$ cat config.mk
export PLATFORM = sky130hd
export DESIGN_NAME = serial_command_frame_decoder
export DESIGN_NICKNAME = d
export VERILOG_FILES = /design/src/design/scfd_pkg.sv /design/src/design/scfd_core.sv /design/src/design/serial_command_frame_decoder.sv
export VERILOG_INCLUDE_DIRS = /design/src /design/src/design
export SDC_FILE = /design/constraint.sdc
export NUM_CORES = 1
export LEC_CHECK = 0
export BUFFER_PORTS_ARGS = -buffer_cell sky130_fd_sc_hd__buf_2
export CORE_MARGIN = 2
export CORE_UTILIZATION = 48
export CTS_CLUSTER_DIAMETER = 60
export CTS_CLUSTER_SIZE = 8
export DETAILED_ROUTE_END_ITERATION = 7
export HOLD_SLACK_MARGIN = 0.03
export PLACE_DENSITY = 0.8
export SLEW_MARGIN = 20
export SYNTH_ARGS = -nofsm -noshare
export SYNTH_HDL_FRONTEND = slang
export SYNTH_HIERARCHICAL = 1
export SYNTH_SLANG_ARGS = --single-unit
export TNS_END_PERCENT = 50
$ cat constraint.sdc
create_clock -name clk -period 4.06 [get_ports clk]
set_input_delay 0.203 -clock clk [delete_from_list [all_inputs] [get_ports clk]]
set_output_delay 0.203 -clock clk [all_outputs]
set_load 0.02 [all_outputs]
$ cat src/design/serial_command_frame_decoder_defines.svh
// Assertion macros for the serial command frame decoder.
// Included by RTL files that check their own logic; no other dependencies.
`ifndef SERIAL_COMMAND_FRAME_DECODER_DEFINES_SVH
`define SERIAL_COMMAND_FRAME_DECODER_DEFINES_SVH

`ifndef NO_ASSERTIONS
// Same-cycle implication, disabled while in reset
`define SCFD_ASSERT_IMPL(lbl, clk_i, rst_n_i, ante, cons) \
	lbl: assert property (@(posedge clk_i) disable iff (!rst_n_i) (ante) |-> (cons)) \
		else $error("assertion failed: same-cycle implication");
// Next-cycle implication, disabled while in reset
`define SCFD_ASSERT_NEXT(lbl, clk_i, rst_n_i, ante, cons) \
	lbl: assert property (@(posedge clk_i) disable iff (!rst_n_i) (ante) |=> (cons)) \
		else $error("assertion failed: next-cycle implication");
`else
`define SCFD_ASSERT_IMPL(lbl, clk_i, rst_n_i, ante, cons)
`define SCFD_ASSERT_NEXT(lbl, clk_i, rst_n_i, ante, cons)
`endif

`endif

$ cat src/design/scfd_pkg.sv
// Types and constants for the serial command frame decoder.
// No dependencies; used by scfd_core and serial_command_frame_decoder.
`default_nettype none

package scfd_pkg;

	// Byte header codes in bits 7:6
	typedef enum logic [1:0] {
		HDR_ID     = 2'b00,
		HDR_LSB    = 2'b01,
		HDR_MSB    = 2'b10,
		HDR_TARGET = 2'b11
	} hdr_t;

	// Frame progress: bytes of the current frame held so far
	typedef enum logic [1:0] {
		STAGE_IDLE   = 2'd0,
		STAGE_ID     = 2'd1,
		STAGE_TARGET = 2'd2,
		STAGE_LSB    = 2'd3
	} stage_t;

	// Target codes acted on
	localparam logic [5:0] TGT_ROI_X     = 6'd2;
	localparam logic [5:0] TGT_ROI_Y     = 6'd3;
	localparam logic [5:0] TGT_SUBSAMPLE = 6'd4;
	localparam logic [5:0] TGT_DEVICE    = 6'd50;

	localparam logic [5:0] ID_BROADCAST = 6'd0;

	// Configuration register indexes
	localparam logic [1:0] CFG_OWN_ADDR     = 2'd0;
	localparam logic [1:0] CFG_REBOOT_KEY   = 2'd1;
	localparam logic [1:0] CFG_START_WIDTH  = 2'd2;
	localparam logic [1:0] CFG_START_HEIGHT = 2'd3;

	localparam logic [5:0]  OWN_ADDR_RST     = 6'd1;
	localparam logic [11:0] REBOOT_KEY_RST   = 12'd0;
	localparam logic [12:0] START_WIDTH_RST  = 13'd800;
	localparam logic [12:0] START_HEIGHT_RST = 13'd608;

	// Decoder state
	typedef struct packed {
		stage_t      stage;
		logic [5:0]  held_target;
		logic [5:0]  held_low;
		logic [11:0] roi_x;
		logic [11:0] roi_y;
		logic [12:0] width;
		logic [12:0] height;
		logic        subsample;
	} state_t;

	// One result word
	typedef struct packed {
		logic        command_done;
		logic        frame_aborted;
		logic [5:0]  target_code;
		logic [11:0] command_value;
		logic [11:0] roi_x_offset;
		logic [11:0] roi_y_offset;
		logic [12:0] image_width_now;
		logic [12:0] image_height_now;
		logic        subsample_on;
		logic        roi_changed;
		logic        sensor_reinit;
		logic        restart_request;
	} result_t;

endpackage

`default_nettype wire

$ cat src/design/scfd_core.sv
// Per-byte frame decode: next state and result word from one received byte.
// Depends on scfd_pkg.
`default_nettype none

module scfd_core (
	input  wire logic [7:0]       rx_byte,
	input  wire scfd_pkg::state_t cur,
	input  wire logic [5:0]       own_addr,
	input  wire logic [11:0]      reboot_key,
	output scfd_pkg::state_t      nxt,
	output scfd_pkg::result_t     res
);

	scfd_pkg::hdr_t hdr;
	logic [5:0]     pay;
	logic [11:0]    val;
	logic           abort;
	logic           done;
	logic           roi_chg;
	logic           reinit;
	logic           restart;

	assign hdr = scfd_pkg::hdr_t'(rx_byte[7:6]);
	assign pay = rx_byte[5:0];
	assign val = {pay, cur.held_low};

	// Sequence check and command apply
	always_comb begin
		nxt     = cur;
		abort   = 1'b1;
		done    = 1'b0;
		roi_chg = 1'b0;
		reinit  = 1'b0;
		restart = 1'b0;
		case (hdr)
			scfd_pkg::HDR_ID: begin
				if (cur.stage == scfd_pkg::STAGE_IDLE &&
				    (pay == own_addr || pay == scfd_pkg::ID_BROADCAST)) begin
					nxt.stage = scfd_pkg::STAGE_ID;
					abort     = 1'b0;
				end
			end
			scfd_pkg::HDR_TARGET: begin
				if (cur.stage == scfd_pkg::STAGE_ID) begin
					nxt.stage       = scfd_pkg::STAGE_TARGET;
					nxt.held_target = pay;
					abort           = 1'b0;
				end
			end
			scfd_pkg::HDR_LSB: begin
				if (cur.stage == scfd_pkg::STAGE_TARGET) begin
					nxt.stage    = scfd_pkg::STAGE_LSB;
					nxt.held_low = pay;
					abort        = 1'b0;
				end
			end
			scfd_pkg::HDR_MSB: begin
				if (cur.stage == scfd_pkg::STAGE_LSB) begin
					nxt.stage = scfd_pkg::STAGE_IDLE;
					abort     = 1'b0;
					done      = 1'b1;
					case (cur.held_target)
						scfd_pkg::TGT_ROI_X: begin
							nxt.roi_x = val;
							roi_chg   = 1'b1;
						end
						scfd_pkg::TGT_ROI_Y: begin
							nxt.roi_y = val;
							roi_chg   = 1'b1;
						end
						scfd_pkg::TGT_SUBSAMPLE: begin
							// toggle only on a real change; doubling wraps at 13 bits
							if (!cur.subsample && val == 12'd1) begin
								nxt.width     = {cur.width[11:0], 1'b0};
								nxt.height    = {cur.height[11:0], 1'b0};
								nxt.subsample = 1'b1;
								reinit        = 1'b1;
							end else if (cur.subsample && val == 12'd0) begin
								nxt.width     = {1'b0, cur.width[12:1]};
								nxt.height    = {1'b0, cur.height[12:1]};
								nxt.subsample = 1'b0;
								reinit        = 1'b1;
							end
						end
						scfd_pkg::TGT_DEVICE: begin
							restart = (val == reboot_key);
						end
						default: ;
					endcase
				end
			end
			default: ;
		endcase
		if (abort) begin
			nxt.stage = scfd_pkg::STAGE_IDLE;
		end
	end

	// Result word: one-shot fields only on completion or abort, state after the byte
	always_comb begin
		res.command_done     = done;
		res.frame_aborted    = abort;
		res.target_code      = done ? cur.held_target : 6'd0;
		res.command_value    = done ? val : 12'd0;
		res.roi_x_offset     = nxt.roi_x;
		res.roi_y_offset     = nxt.roi_y;
		res.image_width_now  = nxt.width;
		res.image_height_now = nxt.height;
		res.subsample_on     = nxt.subsample;
		res.roi_changed      = roi_chg;
		res.sensor_reinit    = reinit;
		res.restart_request  = restart;
	end

endmodule

`default_nettype wire

$ cat src/design/serial_command_frame_decoder.sv
// A result word passes the input register, then the result register, after its
// byte is accepted. Throughput: one byte per cycle while the output is not stalled;
// a stall on the output holds the input register, which takes one more byte while
// a result waits, then stalls.
// Reset: frame cleared, offsets and subsample zero, size 800 x 608, device ID 1,
// restart key 0. Start size writes are taken but reset always loads 800 x 608.
`default_nettype none
`include "serial_command_frame_decoder_defines.svh"

module serial_command_frame_decoder (
	input  wire logic        clk,
	input  wire logic        arst_n,
	// configuration write channel
	input  wire logic        cfg_valid,
	output logic             cfg_ready,
	input  wire logic [1:0]  cfg_index,
	input  wire logic [11:0] cfg_data,
	// byte input channel
	input  wire logic        in_valid,
	output logic             in_ready,
	input  wire logic [7:0]  rx_byte,
	// result channel
	output logic             out_valid,
	input  wire logic        out_ready,
	output logic             command_done,
	output logic             frame_aborted,
	output logic [5:0]       target_code,
	output logic [11:0]      command_value,
	output logic [11:0]      roi_x_offset,
	output logic [11:0]      roi_y_offset,
	output logic [12:0]      image_width_now,
	output logic [12:0]      image_height_now,
	output logic             subsample_on,
	output logic             roi_changed,
	output logic             sensor_reinit,
	output logic             restart_request
);

	logic              valid_s1;
	logic [7:0]        byte_s1;
	logic              out_valid_q;
	scfd_pkg::result_t result_q;
	scfd_pkg::state_t  state_q;
	scfd_pkg::state_t  state_nxt;
	scfd_pkg::result_t result_nxt;
	logic [5:0]        own_addr_q;
	logic [11:0]       reboot_key_q;
	logic              advance;
	logic              fire_s1;

	// Configuration registers
	assign cfg_ready = 1'b1;

	always_ff @(posedge clk or negedge arst_n) begin
		if (!arst_n) begin
			own_addr_q   <= scfd_pkg::OWN_ADDR_RST;
			reboot_key_q <= scfd_pkg::REBOOT_KEY_RST;
		end else if (cfg_valid) begin
			case (cfg_index)
				scfd_pkg::CFG_OWN_ADDR:     own_addr_q   <= cfg_data[5:0];
				scfd_pkg::CFG_REBOOT_KEY:   reboot_key_q <= cfg_data;
				// start size only matters at reset, which loads the defaults
				scfd_pkg::CFG_START_WIDTH:  ;
				scfd_pkg::CFG_START_HEIGHT: ;
				default: ;
			endcase
		end
	end

	// Handshake: result register frees when empty or taken
	assign advance  = !out_valid_q || out_ready;
	assign fire_s1  = valid_s1 && advance;
	assign in_ready = !valid_s1 || advance;

	// Input register
	always_ff @(posedge clk or negedge arst_n) begin
		if (!arst_n) begin
			valid_s1 <= 1'b0;
		end else if (in_valid && in_ready) begin
			valid_s1 <= 1'b1;
		end else if (advance) begin
			valid_s1 <= 1'b0;
		end
	end

	always_ff @(posedge clk) begin
		if (in_valid && in_ready) begin
			byte_s1 <= rx_byte;
		end
	end

	scfd_core u_core (
		.rx_byte    (byte_s1),
		.cur        (state_q),
		.own_addr   (own_addr_q),
		.reboot_key (reboot_key_q),
		.nxt        (state_nxt),
		.res        (result_nxt)
	);

	// Decoder state
	always_ff @(posedge clk or negedge arst_n) begin
		if (!arst_n) begin
			state_q.stage       <= scfd_pkg::STAGE_IDLE;
			state_q.held_target <= 6'd0;
			state_q.held_low    <= 6'd0;
			state_q.roi_x       <= 12'd0;
			state_q.roi_y       <= 12'd0;
			state_q.width       <= scfd_pkg::START_WIDTH_RST;
			state_q.height      <= scfd_pkg::START_HEIGHT_RST;
			state_q.subsample   <= 1'b0;
		end else if (fire_s1) begin
			state_q <= state_nxt;
		end
	end

	// Result register
	always_ff @(posedge clk or negedge arst_n) begin
		if (!arst_n) begin
			out_valid_q <= 1'b0;
		end else if (fire_s1) begin
			out_valid_q <= 1'b1;
		end else if (out_ready) begin
			out_valid_q <= 1'b0;
		end
	end

	always_ff @(posedge clk) begin
		if (fire_s1) begin
			result_q <= result_nxt;
		end
	end

	assign out_valid        = out_valid_q;
	assign command_done     = result_q.command_done;
	assign frame_aborted    = result_q.frame_aborted;
	assign target_code      = result_q.target_code;
	assign command_value    = result_q.command_value;
	assign roi_x_offset     = result_q.roi_x_offset;
	assign roi_y_offset     = result_q.roi_y_offset;
	assign image_width_now  = result_q.image_width_now;
	assign image_height_now = result_q.image_height_now;
	assign subsample_on     = result_q.subsample_on;
	assign roi_changed      = result_q.roi_changed;
	assign sensor_reinit    = result_q.sensor_reinit;
	assign restart_request  = result_q.restart_request;

	// Checks
	`SCFD_ASSERT_IMPL(a_done_not_abort, clk, arst_n, out_valid_q, !(command_done && frame_aborted))
	`SCFD_ASSERT_IMPL(a_flags_need_done, clk, arst_n, out_valid_q && (roi_changed || sensor_reinit || restart_request), command_done)
	`SCFD_ASSERT_NEXT(a_fire_loads_out, clk, arst_n, fire_s1, out_valid_q)
	`SCFD_ASSERT_IMPL(a_stall_only_full, clk, arst_n, !in_ready, valid_s1 && out_valid_q && !out_ready)
	`SCFD_ASSERT_NEXT(a_abort_clears_frame, clk, arst_n, fire_s1 && result_nxt.frame_aborted, state_q.stage == scfd_pkg::STAGE_IDLE)

endmodule

`default_nettype wire

==> impl_results.html, run 1 <==
<table>
<tr><th>Metric</th><th>Value</th></tr>
<tr><th colspan="2">Clocking</th></tr>
<tr><td>Post-CTS setup repair buffer count</td><td>0</td></tr>
<tr><td>CTS sink cnt</td><td>167</td></tr>
<tr><td>Number of buffers created by CTS</td><td>17</td></tr>
<tr><td>Maximum clock insertion buffer count</td><td>2</td></tr>
<tr><td>CTS tree</td><td>done</td></tr>
<tr><td>Clock transition at path regs</td><td>~70 ps</td></tr>
<tr><td># H-tree levels</td><td>4</td></tr>
<tr><td>Clock tree root buffer cell</td><td>clkbuf_16</td></tr>
<tr><td>Gates resized, CTS repair</td><td>0</td></tr>
<tr><td>Clock network latency to the later pin of the worst-skew pair</td><td>430 ps</td></tr>
<tr><th colspan="2">Worst hold path</th></tr>
<tr><td>Class of the most critical hold timing path</td><td>in2reg</td></tr>
<tr><th colspan="2">Logic synthesis</th></tr>
<tr><td>Number of nets produced by synthesis</td><td>around 580</td></tr>
<tr><td>Multiplexer area fraction after synthesis</td><td>22.1%</td></tr>
<tr><td>Basic-gate share of the synthesized area counting and, or, nand and nor cells</td><td>about 7.5%</td></tr>
<tr><td>Cell with the most instances after synthesis</td><td>mux2_2</td></tr>
<tr><td>Share of flip-flops with an asynchronous set or reset after synthesis</td><td>between 50% and 60%</td></tr>
<tr><td>Post-synth top cells</td><td>95 x mux2_2, 82 x edfxtp_1, 78 x dfrtp_1, 59 x buf_4, 47 x mux2_4</td></tr>
<tr><td>Post-synthesis compound-gate area fraction</td><td>2.83%</td></tr>
<tr><td>Cell variety after synth</td><td>50</td></tr>
<tr><td>Share of the yosys chip area belonging to registers</td><td>56.8%</td></tr>
<tr><td>Ys flop type</td><td>edfxtp_1</td></tr>
<tr><td>Synthesized cell area</td><td>roughly 0.0081 mm^2</td></tr>
<tr><td>XOR/XNOR Fraction of Synth Area</td><td>under 10%</td></tr>
<tr><td>Post-synth top area cell</td><td>edfxtp_1</td></tr>
<tr><td>Number of synthesized flops with an enable pin</td><td>82</td></tr>
<tr><td>Post-synth top area share</td><td>30.4%</td></tr>
<tr><td>Synth Warn #</td><td>6</td></tr>
<tr><td>Synth top area cells</td><td>edfxtp_1 30%, dfrtp_1 24%, mux2_2 13%, mux2_4 8.7%, buf_4 5.5%</td></tr>
<tr><td>Cells after synthesis</td><td>554</td></tr>
<tr><td>Mean Syn Cell Area</td><td>14.6 um^2</td></tr>
<tr><td>Synth Area in Adders</td><td>0%</td></tr>
<tr><td>FF+latch count, synth</td><td>167</td></tr>
<tr><td>Combinational family with the most area after synthesis</td><td>multiplexers</td></tr>
<tr><th colspan="2">Floorplan</th></tr>
<tr><td>Standard cell core area</td><td>0.0165 mm^2</td></tr>
<tr><td>Floorplan row count</td><td>47</td></tr>
<tr><td>Horizontal die dimension</td><td>around 130 um</td></tr>
<tr><td>Starting Density</td><td>49.0%</td></tr>
<tr><td>I/O pins</td><td>104</td></tr>
<tr><td>DIE HEIGHT</td><td>134 um</td></tr>
<tr><td>Die area</td><td>around 0.018 mm^2</td></tr>
<tr><th colspan="2">Detailed routing</th></tr>
<tr><td>Average via count per standard cell</td><td>~5.4</td></tr>
<tr><td>First-pass detailed-route iteration total</td><td>7</td></tr>
<tr><td>Routed Antenna Nets</td><td>0</td></tr>
<tr><td>Routed wirelength normalized by instance count</td><td>~18 um</td></tr>
<tr><td>Vias after detailed routing</td><td>4,535</td></tr>
<tr><td>Post-detailed-route DRC marker count</td><td>0</td></tr>
<tr><td>Overall routed net length</td><td>approximately 15 mm</td></tr>
<tr><td>Initial drt markers</td><td>~340</td></tr>
<tr><th colspan="2">Pwr</th></tr>
<tr><td>Sw Share</td><td>24.7%</td></tr>
<tr><td>Switching power total</td><td>0.962 mW</td></tr>
<tr><td>Power density normalized to cell area</td><td>about 430 mW/mm^2</td></tr>
<tr><td>Cell leakage power</td><td>4.03 nW</td></tr>
<tr><td>Worst ir drop on vdd</td><td>~0.00031 V</td></tr>
<tr><td>Fraction of power consumed by sequential logic</td><td>50.4%</td></tr>
<tr><td>Clock network fraction of design power</td><td>approximately two fifths</td></tr>
<tr><td>Total internal power</td><td>2.93 mW</td></tr>
<tr><td>Logic gate share of total power</td><td>around a tenth</td></tr>
<tr><th colspan="2">Critical path</th></tr>
<tr><td>Critical path class</td><td>reg2reg</td></tr>
<tr><td>Cells along the critical path</td><td>nor4_4, and4_1, buf_4, o211ai_4, mux2_4, mux2_4</td></tr>
<tr><td>Number of buffers and inverters on the critical path</td><td>1</td></tr>
<tr><td>Data arrival, critical path</td><td>about 3000 ps</td></tr>
<tr><td>CP max stage delay</td><td>roughly 550 ps</td></tr>
<tr><td>Cell family contributing the most delay on the critical path</td><td>simple AND/OR/NAND/NOR gates</td></tr>
<tr><td>Most prevalent standard cell on the critical path</td><td>mux2_4</td></tr>
<tr><td>Req. time, crit path</td><td>4360 ps</td></tr>
<tr><td>Launching element type of the critical path</td><td>flip-flop</td></tr>
<tr><td>Sort of element at the end of the critical path</td><td>flip-flop</td></tr>
<tr><td>Worst Path Max Fanout</td><td>17</td></tr>
<tr><td>Library cell contributing the largest single delay on the critical path</td><td>edfxtp_1</td></tr>
<tr><th colspan="2">Placed design</th></tr>
<tr><td>Post-placement worst setup slack</td><td>1410 ps</td></tr>
<tr><td>DP HPWL</td><td>slightly above 10 mm</td></tr>
<tr><td>Gpl congestion</td><td>0.814</td></tr>
<tr><td>Input/output buffers</td><td>102</td></tr>
<tr><th colspan="2">Run</th></tr>
<tr><td>Max-cap viol count</td><td>0</td></tr>
<tr><th colspan="2">STA</th></tr>
<tr><td>RSZ-0062 raised after global routing</td><td>false</td></tr>
<tr><td>Final worst slack</td><td>1370 ps</td></tr>
<tr><td>Slew Viols, Final</td><td>0</td></tr>
<tr><td>Final hold slack</td><td>89.2 ps</td></tr>
<tr><td>Worst Tran Pin Value</td><td>around 1100 ps</td></tr>
<tr><td>Number of failing hold endpoints at the final stage</td><td>0</td></tr>
<tr><td>Max Fclk</td><td>372 MHz</td></tr>
<tr><td>Final setup violation count</td><td>0</td></tr>
<tr><td>Post-Route Setup TNS</td><td>0 ps</td></tr>
<tr><td>Final period demand of the worst path</td><td>approximately 2700 ps</td></tr>
<tr><td>Worst slew margin relative to its limit</td><td>28.5%</td></tr>
<tr><td>Period utilisation layout</td><td>66.3%</td></tr>
<tr><td>Worst setup skew after layout</td><td>16.1 ps</td></tr>
<tr><th colspan="2">Global route</th></tr>
<tr><td>Initial antenna violation count</td><td>0</td></tr>
<tr><td>Pin count of the biggest net entering global routing</td><td>86</td></tr>
<tr><td>Global-route total usage across every layer</td><td>around 18%</td></tr>
<tr><td>Overflow after GRT</td><td>0</td></tr>
<tr><td>Via count of the first global-routing pass</td><td>4,649</td></tr>
<tr><td>Global-route wire length before repair</td><td>24.7 mm</td></tr>
<tr><th colspan="2">Layout</th></tr>
<tr><td>Final standard cell utilization of the core</td><td>54.9%</td></tr>
<tr><td>Layout-stage area growth over the synthesis result</td><td>12.1%</td></tr>
<tr><td>Antenna fix cells</td><td>0</td></tr>
<tr><td>Total Nets Final</td><td>639</td></tr>
<tr><td>Number of fill cells</td><td>1,331</td></tr>
<tr><td>FF+latch area</td><td>0.00460 mm^2</td></tr>
<tr><td>Multi-input combinational cell area</td><td>0.00279 mm^2</td></tr>
<tr><td>Fraction of final layout cells sized beyond drive strength 1</td><td>47.4%</td></tr>
<tr><th colspan="2">Status</th></tr>
<tr><td>Status</td><td>complete, no violations</td></tr>
</table>
==> layout by cell type (no fill, tap or decap), drive strengths merged, types with 2 or more instances in the layout <==
master,n
mux2,142
buf,107
edfxtp,82
dfrtp,78
nand4,28
dlygate4sd3,22
and2,21
clkbuf,20
inv,20
o21ai,15
xnor2,13
o2111ai,11
dfstp,7
xor2,5
clkinv,5
nor2,4
nand2b,4
nor4,4
nor2b,3
nand3,3
and3,3
nor3,3
nand2,3
nand3b,2
nor4b,2
and4,2
and2b,2
nor3b,2
==> timing repair <==
action,in CTS,in global routing
hold buffers,22,0
hold endpoints to repair,75,0
endpoints found under the setup margin,0,0
==> power by group through the flow <==
stage	logic (mW)	clock network [mW]	registers (mW)
after floorplan	0.211	0	2.02
after detailed placement	0.354	0	2.00
final	0.366	1.57	1.96
after global placement	0.344	0	1.99
after global routing	0.394	1.68	1.97
after CTS	0.370	1.60	1.96
==> worst paths after layout <==
check	start	slack, ps	cells past startpoint	to
max in group asynchronous	arst_n	3130	2	state_q[61]$_DFFE_PN0P_
worst min-delay path	out_ready	90	3	out_valid$_DFFE_PN0P_
worst min register to register	state_q[27]$_DFFE_PN0P_	510	1	state_q[27]$_DFFE_PN0P_
min in group asynchronous	arst_n	410	2	state_q[48]$_DFFE_PN0P_
worst max-delay path	byte_s1[1]$_DFFE_PP_	1370	6	state_q[24]$_DFFE_PN0P_
worst max register to register	byte_s1[1]$_DFFE_PP_	1370	6	state_q[24]$_DFFE_PN0P_
==> layer usage <==
layer,part of all wire (%),global-route usage (%)
met3,4.7,4.61
met4,1.6,6.50
met1,43,22.6
met5,0,0
met2,51,29.5
==> cell families (layout without fill, tap and decap cells) <==
group | Yosys count | in the layout
muxes | 143 | 143
AOI/OAI and AO/OA | 32 | 32
and+or+nand+nor | 90 | 90
buffers and inverters | 103 | 174
xor gates and xnor gates | 18 | 18
DFF | 167 | 167
other | 1 | 1
==> sequential cells by signal, summed over array words and instances, names as in the netlist, 6 cells and up <==
register,count
state_q,65
byte_s1,8
own_addr_q,6
roi_x_offset,12
image_height_now,13
roi_y_offset,12
command_value,12
reboot_key_q,12
image_width_now,13
target_code,6
==> tightest hold or removal path: stages <==
cell	delay (ps)
buf_2	80
nand2b_4	120
nand2b_1	60
==> layout make-up <==
cell class | count | share of cell area, %
Multi-Input combinational cell | 284 | 30.7
Timing Repair Buffer | 129 | 8.54
Sequential cell | 167 | 50.7
Tap cell | 220 | 3.03
Clock inverter | 12 | 1.12
Inverter | 13 | 0.538
Clock buffer | 20 | 5.39
==> through the flow <==
step                instances  total power, mW  area [um^2]
finish                    845             3.90         9070
floorplan                 554             2.23         8100
global route              845             4.05         9070
global placement          791             2.34         8260
CTS                       845             3.94         9070
detailed placement        791             2.35         8260
Power figures use the tool's default switching activity.
==> run 2, diff against run 1 <==
--- a/config.mk
+++ b/config.mk
@@ -6,6 +6,7 @@
 export SDC_FILE = /design/constraint.sdc
 export NUM_CORES = 1
 export LEC_CHECK = 0
+export ABC_AREA = 1
 export BUFFER_PORTS_ARGS = -buffer_cell sky130_fd_sc_hd__buf_2
 export CORE_MARGIN = 2
 export CORE_UTILIZATION = 48
@@ -13,7 +14,7 @@
 export CTS_CLUSTER_SIZE = 8
 export DETAILED_ROUTE_END_ITERATION = 7
 export HOLD_SLACK_MARGIN = 0.03
-export PLACE_DENSITY = 0.8
+export PLACE_DENSITY = 0.83
 export SLEW_MARGIN = 20
 export SYNTH_ARGS = -nofsm -noshare
 export SYNTH_HDL_FRONTEND = slang
==> constraint.sdc (replaced) <==
create_clock -name clk -period 2.26 [get_ports clk]
set_input_delay 0.113 -clock clk [delete_from_list [all_inputs] [get_ports clk]]
set_output_delay 0.113 -clock clk [all_outputs]
set_load 0.02 [all_outputs]
==> impl_results.html, run 2 <==
<table>
<tr><th>Metric</th><th>Value</th></tr>
<tr><th colspan="2">Detailed routing</th></tr>
<tr><td>Routed wirelength normalized by instance count</td><td>14.9 um (was 18.0 um)</td></tr>
<tr><td>Initial drt markers</td><td>762 (was 341)</td></tr>
<tr><td>Routed Antenna Nets</td><td>0 (unchanged)</td></tr>
<tr><td>Overall routed net length</td><td>19.1 mm (was 15.2 mm)</td></tr>
<tr><td>Vias after detailed routing</td><td>6,685 (was 4,535)</td></tr>
<tr><td>Average via count per standard cell</td><td>5.22 (was 5.37)</td></tr>
<tr><td>First-pass detailed-route iteration total</td><td>5 (was 7)</td></tr>
<tr><td>Post-detailed-route DRC marker count</td><td>0 (unchanged)</td></tr>
<tr><th colspan="2">Logic synthesis</th></tr>
<tr><td>Cell with the most instances after synthesis</td><td>nand2_1 (was mux2_2)</td></tr>
<tr><td>Synthesized cell area</td><td>0.00839 mm^2 (was 0.00810 mm^2)</td></tr>
<tr><td>Number of synthesized flops with an enable pin</td><td>82 (unchanged)</td></tr>
<tr><td>Share of flip-flops with an asynchronous set or reset after synthesis</td><td>50.9% (unchanged)</td></tr>
<tr><td>Mean Syn Cell Area</td><td>8.58 um^2 (was 14.6 um^2)</td></tr>
<tr><td>Number of nets produced by synthesis</td><td>1,004 (was 581)</td></tr>
<tr><td>Post-synth top area share</td><td>29.4% (was 30.4%)</td></tr>
<tr><td>Ys flop type</td><td>edfxtp_1 (unchanged)</td></tr>
<tr><td>Synth Warn #</td><td>6 (unchanged)</td></tr>
<tr><td>FF+latch count, synth</td><td>167 (unchanged)</td></tr>
<tr><td>Synth top area cells</td><td>edfxtp_1 29%, dfrtp_1 23%, nand2_1 14%, nand3_1 6.3%, buf_4 5.6% (was edfxtp_1 30%, dfrtp_1 24%, mux2_2 13%, mux2_4 8.7%, buf_4 5.5%)</td></tr>
<tr><td>Cell variety after synth</td><td>35 (was 50)</td></tr>
<tr><td>Post-synth top cells</td><td>320 x nand2_1, 106 x nand3_1, 97 x inv_1, 82 x edfxtp_1, 78 x dfrtp_1 (was 95 x mux2_2, 82 x edfxtp_1, 78 x dfrtp_1, 59 x buf_4, 47 x mux2_4)</td></tr>
<tr><td>Post-synth top area cell</td><td>edfxtp_1 (unchanged)</td></tr>
<tr><td>Share of the yosys chip area belonging to registers</td><td>54.8% (was 56.8%)</td></tr>
<tr><td>Cells after synthesis</td><td>977 (was 554)</td></tr>
<tr><th colspan="2">Clocking</th></tr>
<tr><td>Clock network latency to the later pin of the worst-skew pair</td><td>430 ps (about the same)</td></tr>
<tr><td>CTS sink cnt</td><td>167 (unchanged)</td></tr>
<tr><td># H-tree levels</td><td>4 (unchanged)</td></tr>
<tr><td>Post-CTS setup repair buffer count</td><td>0 (unchanged)</td></tr>
<tr><td>Clock transition at path regs</td><td>70 ps (about the same)</td></tr>
<tr><td>CTS tree</td><td>done (unchanged)</td></tr>
<tr><td>Gates resized, CTS repair</td><td>0 (unchanged)</td></tr>
<tr><td>Clock tree root buffer cell</td><td>clkbuf_16 (unchanged)</td></tr>
<tr><td>Number of buffers created by CTS</td><td>17 (unchanged)</td></tr>
<tr><td>Maximum clock insertion buffer count</td><td>2 (unchanged)</td></tr>
<tr><th colspan="2">STA</th></tr>
<tr><td>RSZ-0062 raised after global routing</td><td>false (unchanged)</td></tr>
<tr><td>Number of failing hold endpoints at the final stage</td><td>0 (unchanged)</td></tr>
<tr><td>Final worst slack</td><td>192 ps (was 1370 ps)</td></tr>
<tr><td>Final period demand of the worst path</td><td>2070 ps (was 2690 ps)</td></tr>
<tr><td>Max Fclk</td><td>484 MHz (was 372 MHz)</td></tr>
<tr><td>Worst setup skew after layout</td><td>11.4 ps (was 16.1 ps)</td></tr>
<tr><td>Period utilisation layout</td><td>91.5% (was 66.3%)</td></tr>
<tr><td>Worst slew margin relative to its limit</td><td>50.3% (was 28.5%)</td></tr>
<tr><td>Worst Tran Pin Value</td><td>745 ps (was 1070 ps)</td></tr>
<tr><td>Final setup violation count</td><td>0 (unchanged)</td></tr>
<tr><td>Slew Viols, Final</td><td>0 (unchanged)</td></tr>
<tr><th colspan="2">Worst hold path</th></tr>
<tr><td>Class of the most critical hold timing path</td><td>in2reg (unchanged)</td></tr>
<tr><td>Number of cells on the worst hold path</td><td>4 (was 3)</td></tr>
<tr><th colspan="2">Global route</th></tr>
<tr><td>Initial antenna violation count</td><td>0 (unchanged)</td></tr>
<tr><td>Via count of the first global-routing pass</td><td>6,242 (was 4,649)</td></tr>
<tr><td>Global-route wire length before repair</td><td>30.7 mm (was 24.7 mm)</td></tr>
<tr><td>Global-route total usage across every layer</td><td>21.3% (was 17.8%)</td></tr>
<tr><td>Pin count of the biggest net entering global routing</td><td>67 (was 86)</td></tr>
<tr><td>Overflow after GRT</td><td>0 (unchanged)</td></tr>
<tr><th colspan="2">Status</th></tr>
<tr><td>Status</td><td>complete, no violations (unchanged)</td></tr>
<tr><th colspan="2">Pwr</th></tr>
<tr><td>Sw Share</td><td>28.1% (was 24.7%)</td></tr>
<tr><td>Worst ir drop on vdd</td><td>0.000542 V (was 0.000305 V)</td></tr>
<tr><td>Fraction of power consumed by sequential logic</td><td>45.4% (was 50.4%)</td></tr>
<tr><td>Cell leakage power</td><td>4.98 nW (was 4.03 nW)</td></tr>
<tr><td>Clock network fraction of design power</td><td>40.0% (was 40.2%)</td></tr>
<tr><td>Total internal power</td><td>5.78 mW (was 2.93 mW)</td></tr>
<tr><td>Switching power total</td><td>2.26 mW (was 0.962 mW)</td></tr>
<tr><td>Power density normalized to cell area</td><td>832 mW/mm^2 (was 429 mW/mm^2)</td></tr>
<tr><td>Logic gate share of total power</td><td>14.6% (was 9.4%)</td></tr>
<tr><th colspan="2">Layout</th></tr>
<tr><td>Final standard cell utilization of the core</td><td>56.2% (was 54.9%)</td></tr>
<tr><td>Antenna fix cells</td><td>0 (unchanged)</td></tr>
<tr><td>Fraction of final layout cells sized beyond drive strength 1</td><td>17.6% (was 47.4%)</td></tr>
<tr><td>Layout-stage area growth over the synthesis result</td><td>15.1% (was 12.1%)</td></tr>
<tr><td>Register containing the most flip-flops in the final layout</td><td>state_q (unchanged)</td></tr>
<tr><td>Commonest non-fill, non-tap cell in the layout</td><td>nand2_1 (was buf_2)</td></tr>
<tr><td>Total non-filler cell area in the finished layout</td><td>0.00966 mm^2 (was 0.00907 mm^2)</td></tr>
<tr><td>Commonest cells after routing, fill and taps aside</td><td>318 x nand2_1, 106 x nand3_1, 101 x buf_2 (was 101 x buf_2, 95 x mux2_2, 82 x edfxtp_1)</td></tr>
<tr><td>Number of fill cells</td><td>1,494 (was 1,331)</td></tr>
<tr><td>Flip-flop count of the largest register, all copies and words added</td><td>65 (unchanged)</td></tr>
<tr><td>Total Nets Final</td><td>1,070 (was 639)</td></tr>
<tr><th colspan="2">Critical path</th></tr>
<tr><td>Critical path class</td><td>reg2reg (unchanged)</td></tr>
<tr><td>Req. time, crit path</td><td>2620 ps (was 4360 ps)</td></tr>
<tr><td>Worst Path Max Fanout</td><td>19 (was 17)</td></tr>
<tr><td>Register-to-Register Path Depth</td><td>12 (was 6)</td></tr>
<tr><td>CP max stage delay</td><td>420 ps (was 550 ps)</td></tr>
<tr><td>Sort of element at the end of the critical path</td><td>flip-flop (unchanged)</td></tr>
<tr><td>Library cell contributing the largest single delay on the critical path</td><td>edfxtp_1 (unchanged)</td></tr>
<tr><td>Launching element type of the critical path</td><td>flip-flop (unchanged)</td></tr>
<tr><td>Data arrival, critical path</td><td>2430 ps (was 3000 ps)</td></tr>
<tr><td>Cells along the critical path</td><td>inv_1, nand2_2, nor2_8, nand2_4, nor2_8, nand4_4, buf_4, nand3_1, nand2_1, inv_1, nand3_1, nand2_1 (was nor4_4, and4_1, buf_4, o211ai_4, mux2_4, mux2_4)</td></tr>
<tr><th colspan="2">Placed design</th></tr>
<tr><td>DP HPWL</td><td>11.8 mm (was 10.3 mm)</td></tr>
<tr><td>Input/output buffers</td><td>102 (unchanged)</td></tr>
<tr><td>Instance area at placement</td><td>0.00873 mm^2 (was 0.00826 mm^2)</td></tr>
<tr><td>Post-placement worst setup slack</td><td>224 ps (was 1410 ps)</td></tr>
<tr><td>Gpl congestion</td><td>0.793 (was 0.814)</td></tr>
<tr><th colspan="2">Floorplan</th></tr>
<tr><td>I/O pins</td><td>104 (unchanged)</td></tr>
<tr><td>Die area</td><td>0.0185 mm^2 (was 0.0179 mm^2)</td></tr>
<tr><td>Horizontal die dimension</td><td>136 um (was 134 um)</td></tr>
<tr><td>Starting Density</td><td>48.8% (was 49.0%)</td></tr>
<tr><td>Floorplan row count</td><td>48 (was 47)</td></tr>
<tr><td>DIE HEIGHT</td><td>136 um (was 134 um)</td></tr>
<tr><td>Standard cell core area</td><td>0.0172 mm^2 (was 0.0165 mm^2)</td></tr>
<tr><th colspan="2">Run</th></tr>
<tr><td>Max-cap viol count</td><td>0 (unchanged)</td></tr>
</table>
==> run 2: changes by cell type in the layout (fill, tap and decap cells not counted), moves of 9 or more <==
cell       delta
nand2_1     +316
mux2_2       -95
nand3_1     +103
inv_1        +84
nor2_1       +37
mux2_4       -47
o2111ai_1    -11
nand4_1       +9
and2_1       -21
o21ai_0      +43
buf_4        +19
xnor2_1      -11
==> run 2: critical path: cells and delay by family (launching register included) <==
kind / cells / cell delay [ps]
AND/OR/NAND/NOR: 9 / 1080
flip-flops: 1 / 420
buffers and inverters: 3 / 500
==> run 2: power by group through the flow <==
stage          combinational (mW)  sequential [mW]  clock, mW
6_report                     1.17             3.65       3.21
5_1_grt                      1.29             3.68       3.38
4_1_cts                      1.17             3.65       3.25
3_5_place_dp                 1.13             3.70          0
3_3_place_gp                 1.11             3.70          0
2_1_floorplan               0.570             3.86          0
==> run 2: cells by family after synthesis <==
family,share of synthesized area (%)
compound gates,4.76
xor+xnor,0.209
buf+inv,12.9
flops,54.8
other cells,0.0447
simple gates,27.3
==> run 2: through the flow <==
step           hold WS (ps)  TNS [ps]  power [mW]  cells
2_1_floorplan          -183     -2300        4.43    977
3_3_place_gp            108         0        4.81   1222
3_5_place_dp            114         0        4.84   1222
4_1_cts                30.8         0        8.08   1281
5_1_grt                72.1         0        8.34   1281
6_report               45.5         0        8.04   1281
==> run 2: worst paths after layout <==
path,start,to,slack [ps]
worst max-delay path,byte_s1[6]$_DFFE_PP_,state_q[20]$_DFFE_PN0P_,190
worst min-delay path,cfg_index[1],own_addr_q[5]$_DFFE_PN0P_,50
worst max register to register,byte_s1[6]$_DFFE_PP_,state_q[20]$_DFFE_PN0P_,190
worst min register to register,state_q[10]$_DFFE_PN1P_,state_q[10]$_DFFE_PN1P_,460
max in group asynchronous,arst_n,state_q[41]$_DFFE_PN0P_,1430
min in group asynchronous,arst_n,state_q[15]$_DFFE_PN0P_,190
==> run 2: repair_timing <==
item	4_1_cts	5_1_grt
endpoints found under the hold margin	60	0
setup endpoints to repair	0	0
hold buffers	27	0
==> run 2: cell type report <==
| cell class | instances | area [um^2] | share of cell area (%) |
|---|---|---|---|
| Clock buffer | 18 | 450 | 4.66 |
| Clock inverter | 14 | 206 | 2.14 |
| Tap cell | 225 | 282 | 2.92 |
| Timing Repair Buffer | 155 | 1020 | 10.5 |
| Multi-Input combinational cell | 600 | 2720 | 28.1 |
| Sequential cell | 167 | 4600 | 47.6 |
| Inverter | 102 | 387 | 4.00 |
==> run 2: layer usage <==
layer | track usage, % | wire length [um]
met1 | 28.5 | 8190
met5 | 0 | 0
met2 | 33.9 | 9140
met3 | 4.92 | 1410
met4 | 7.99 | 329
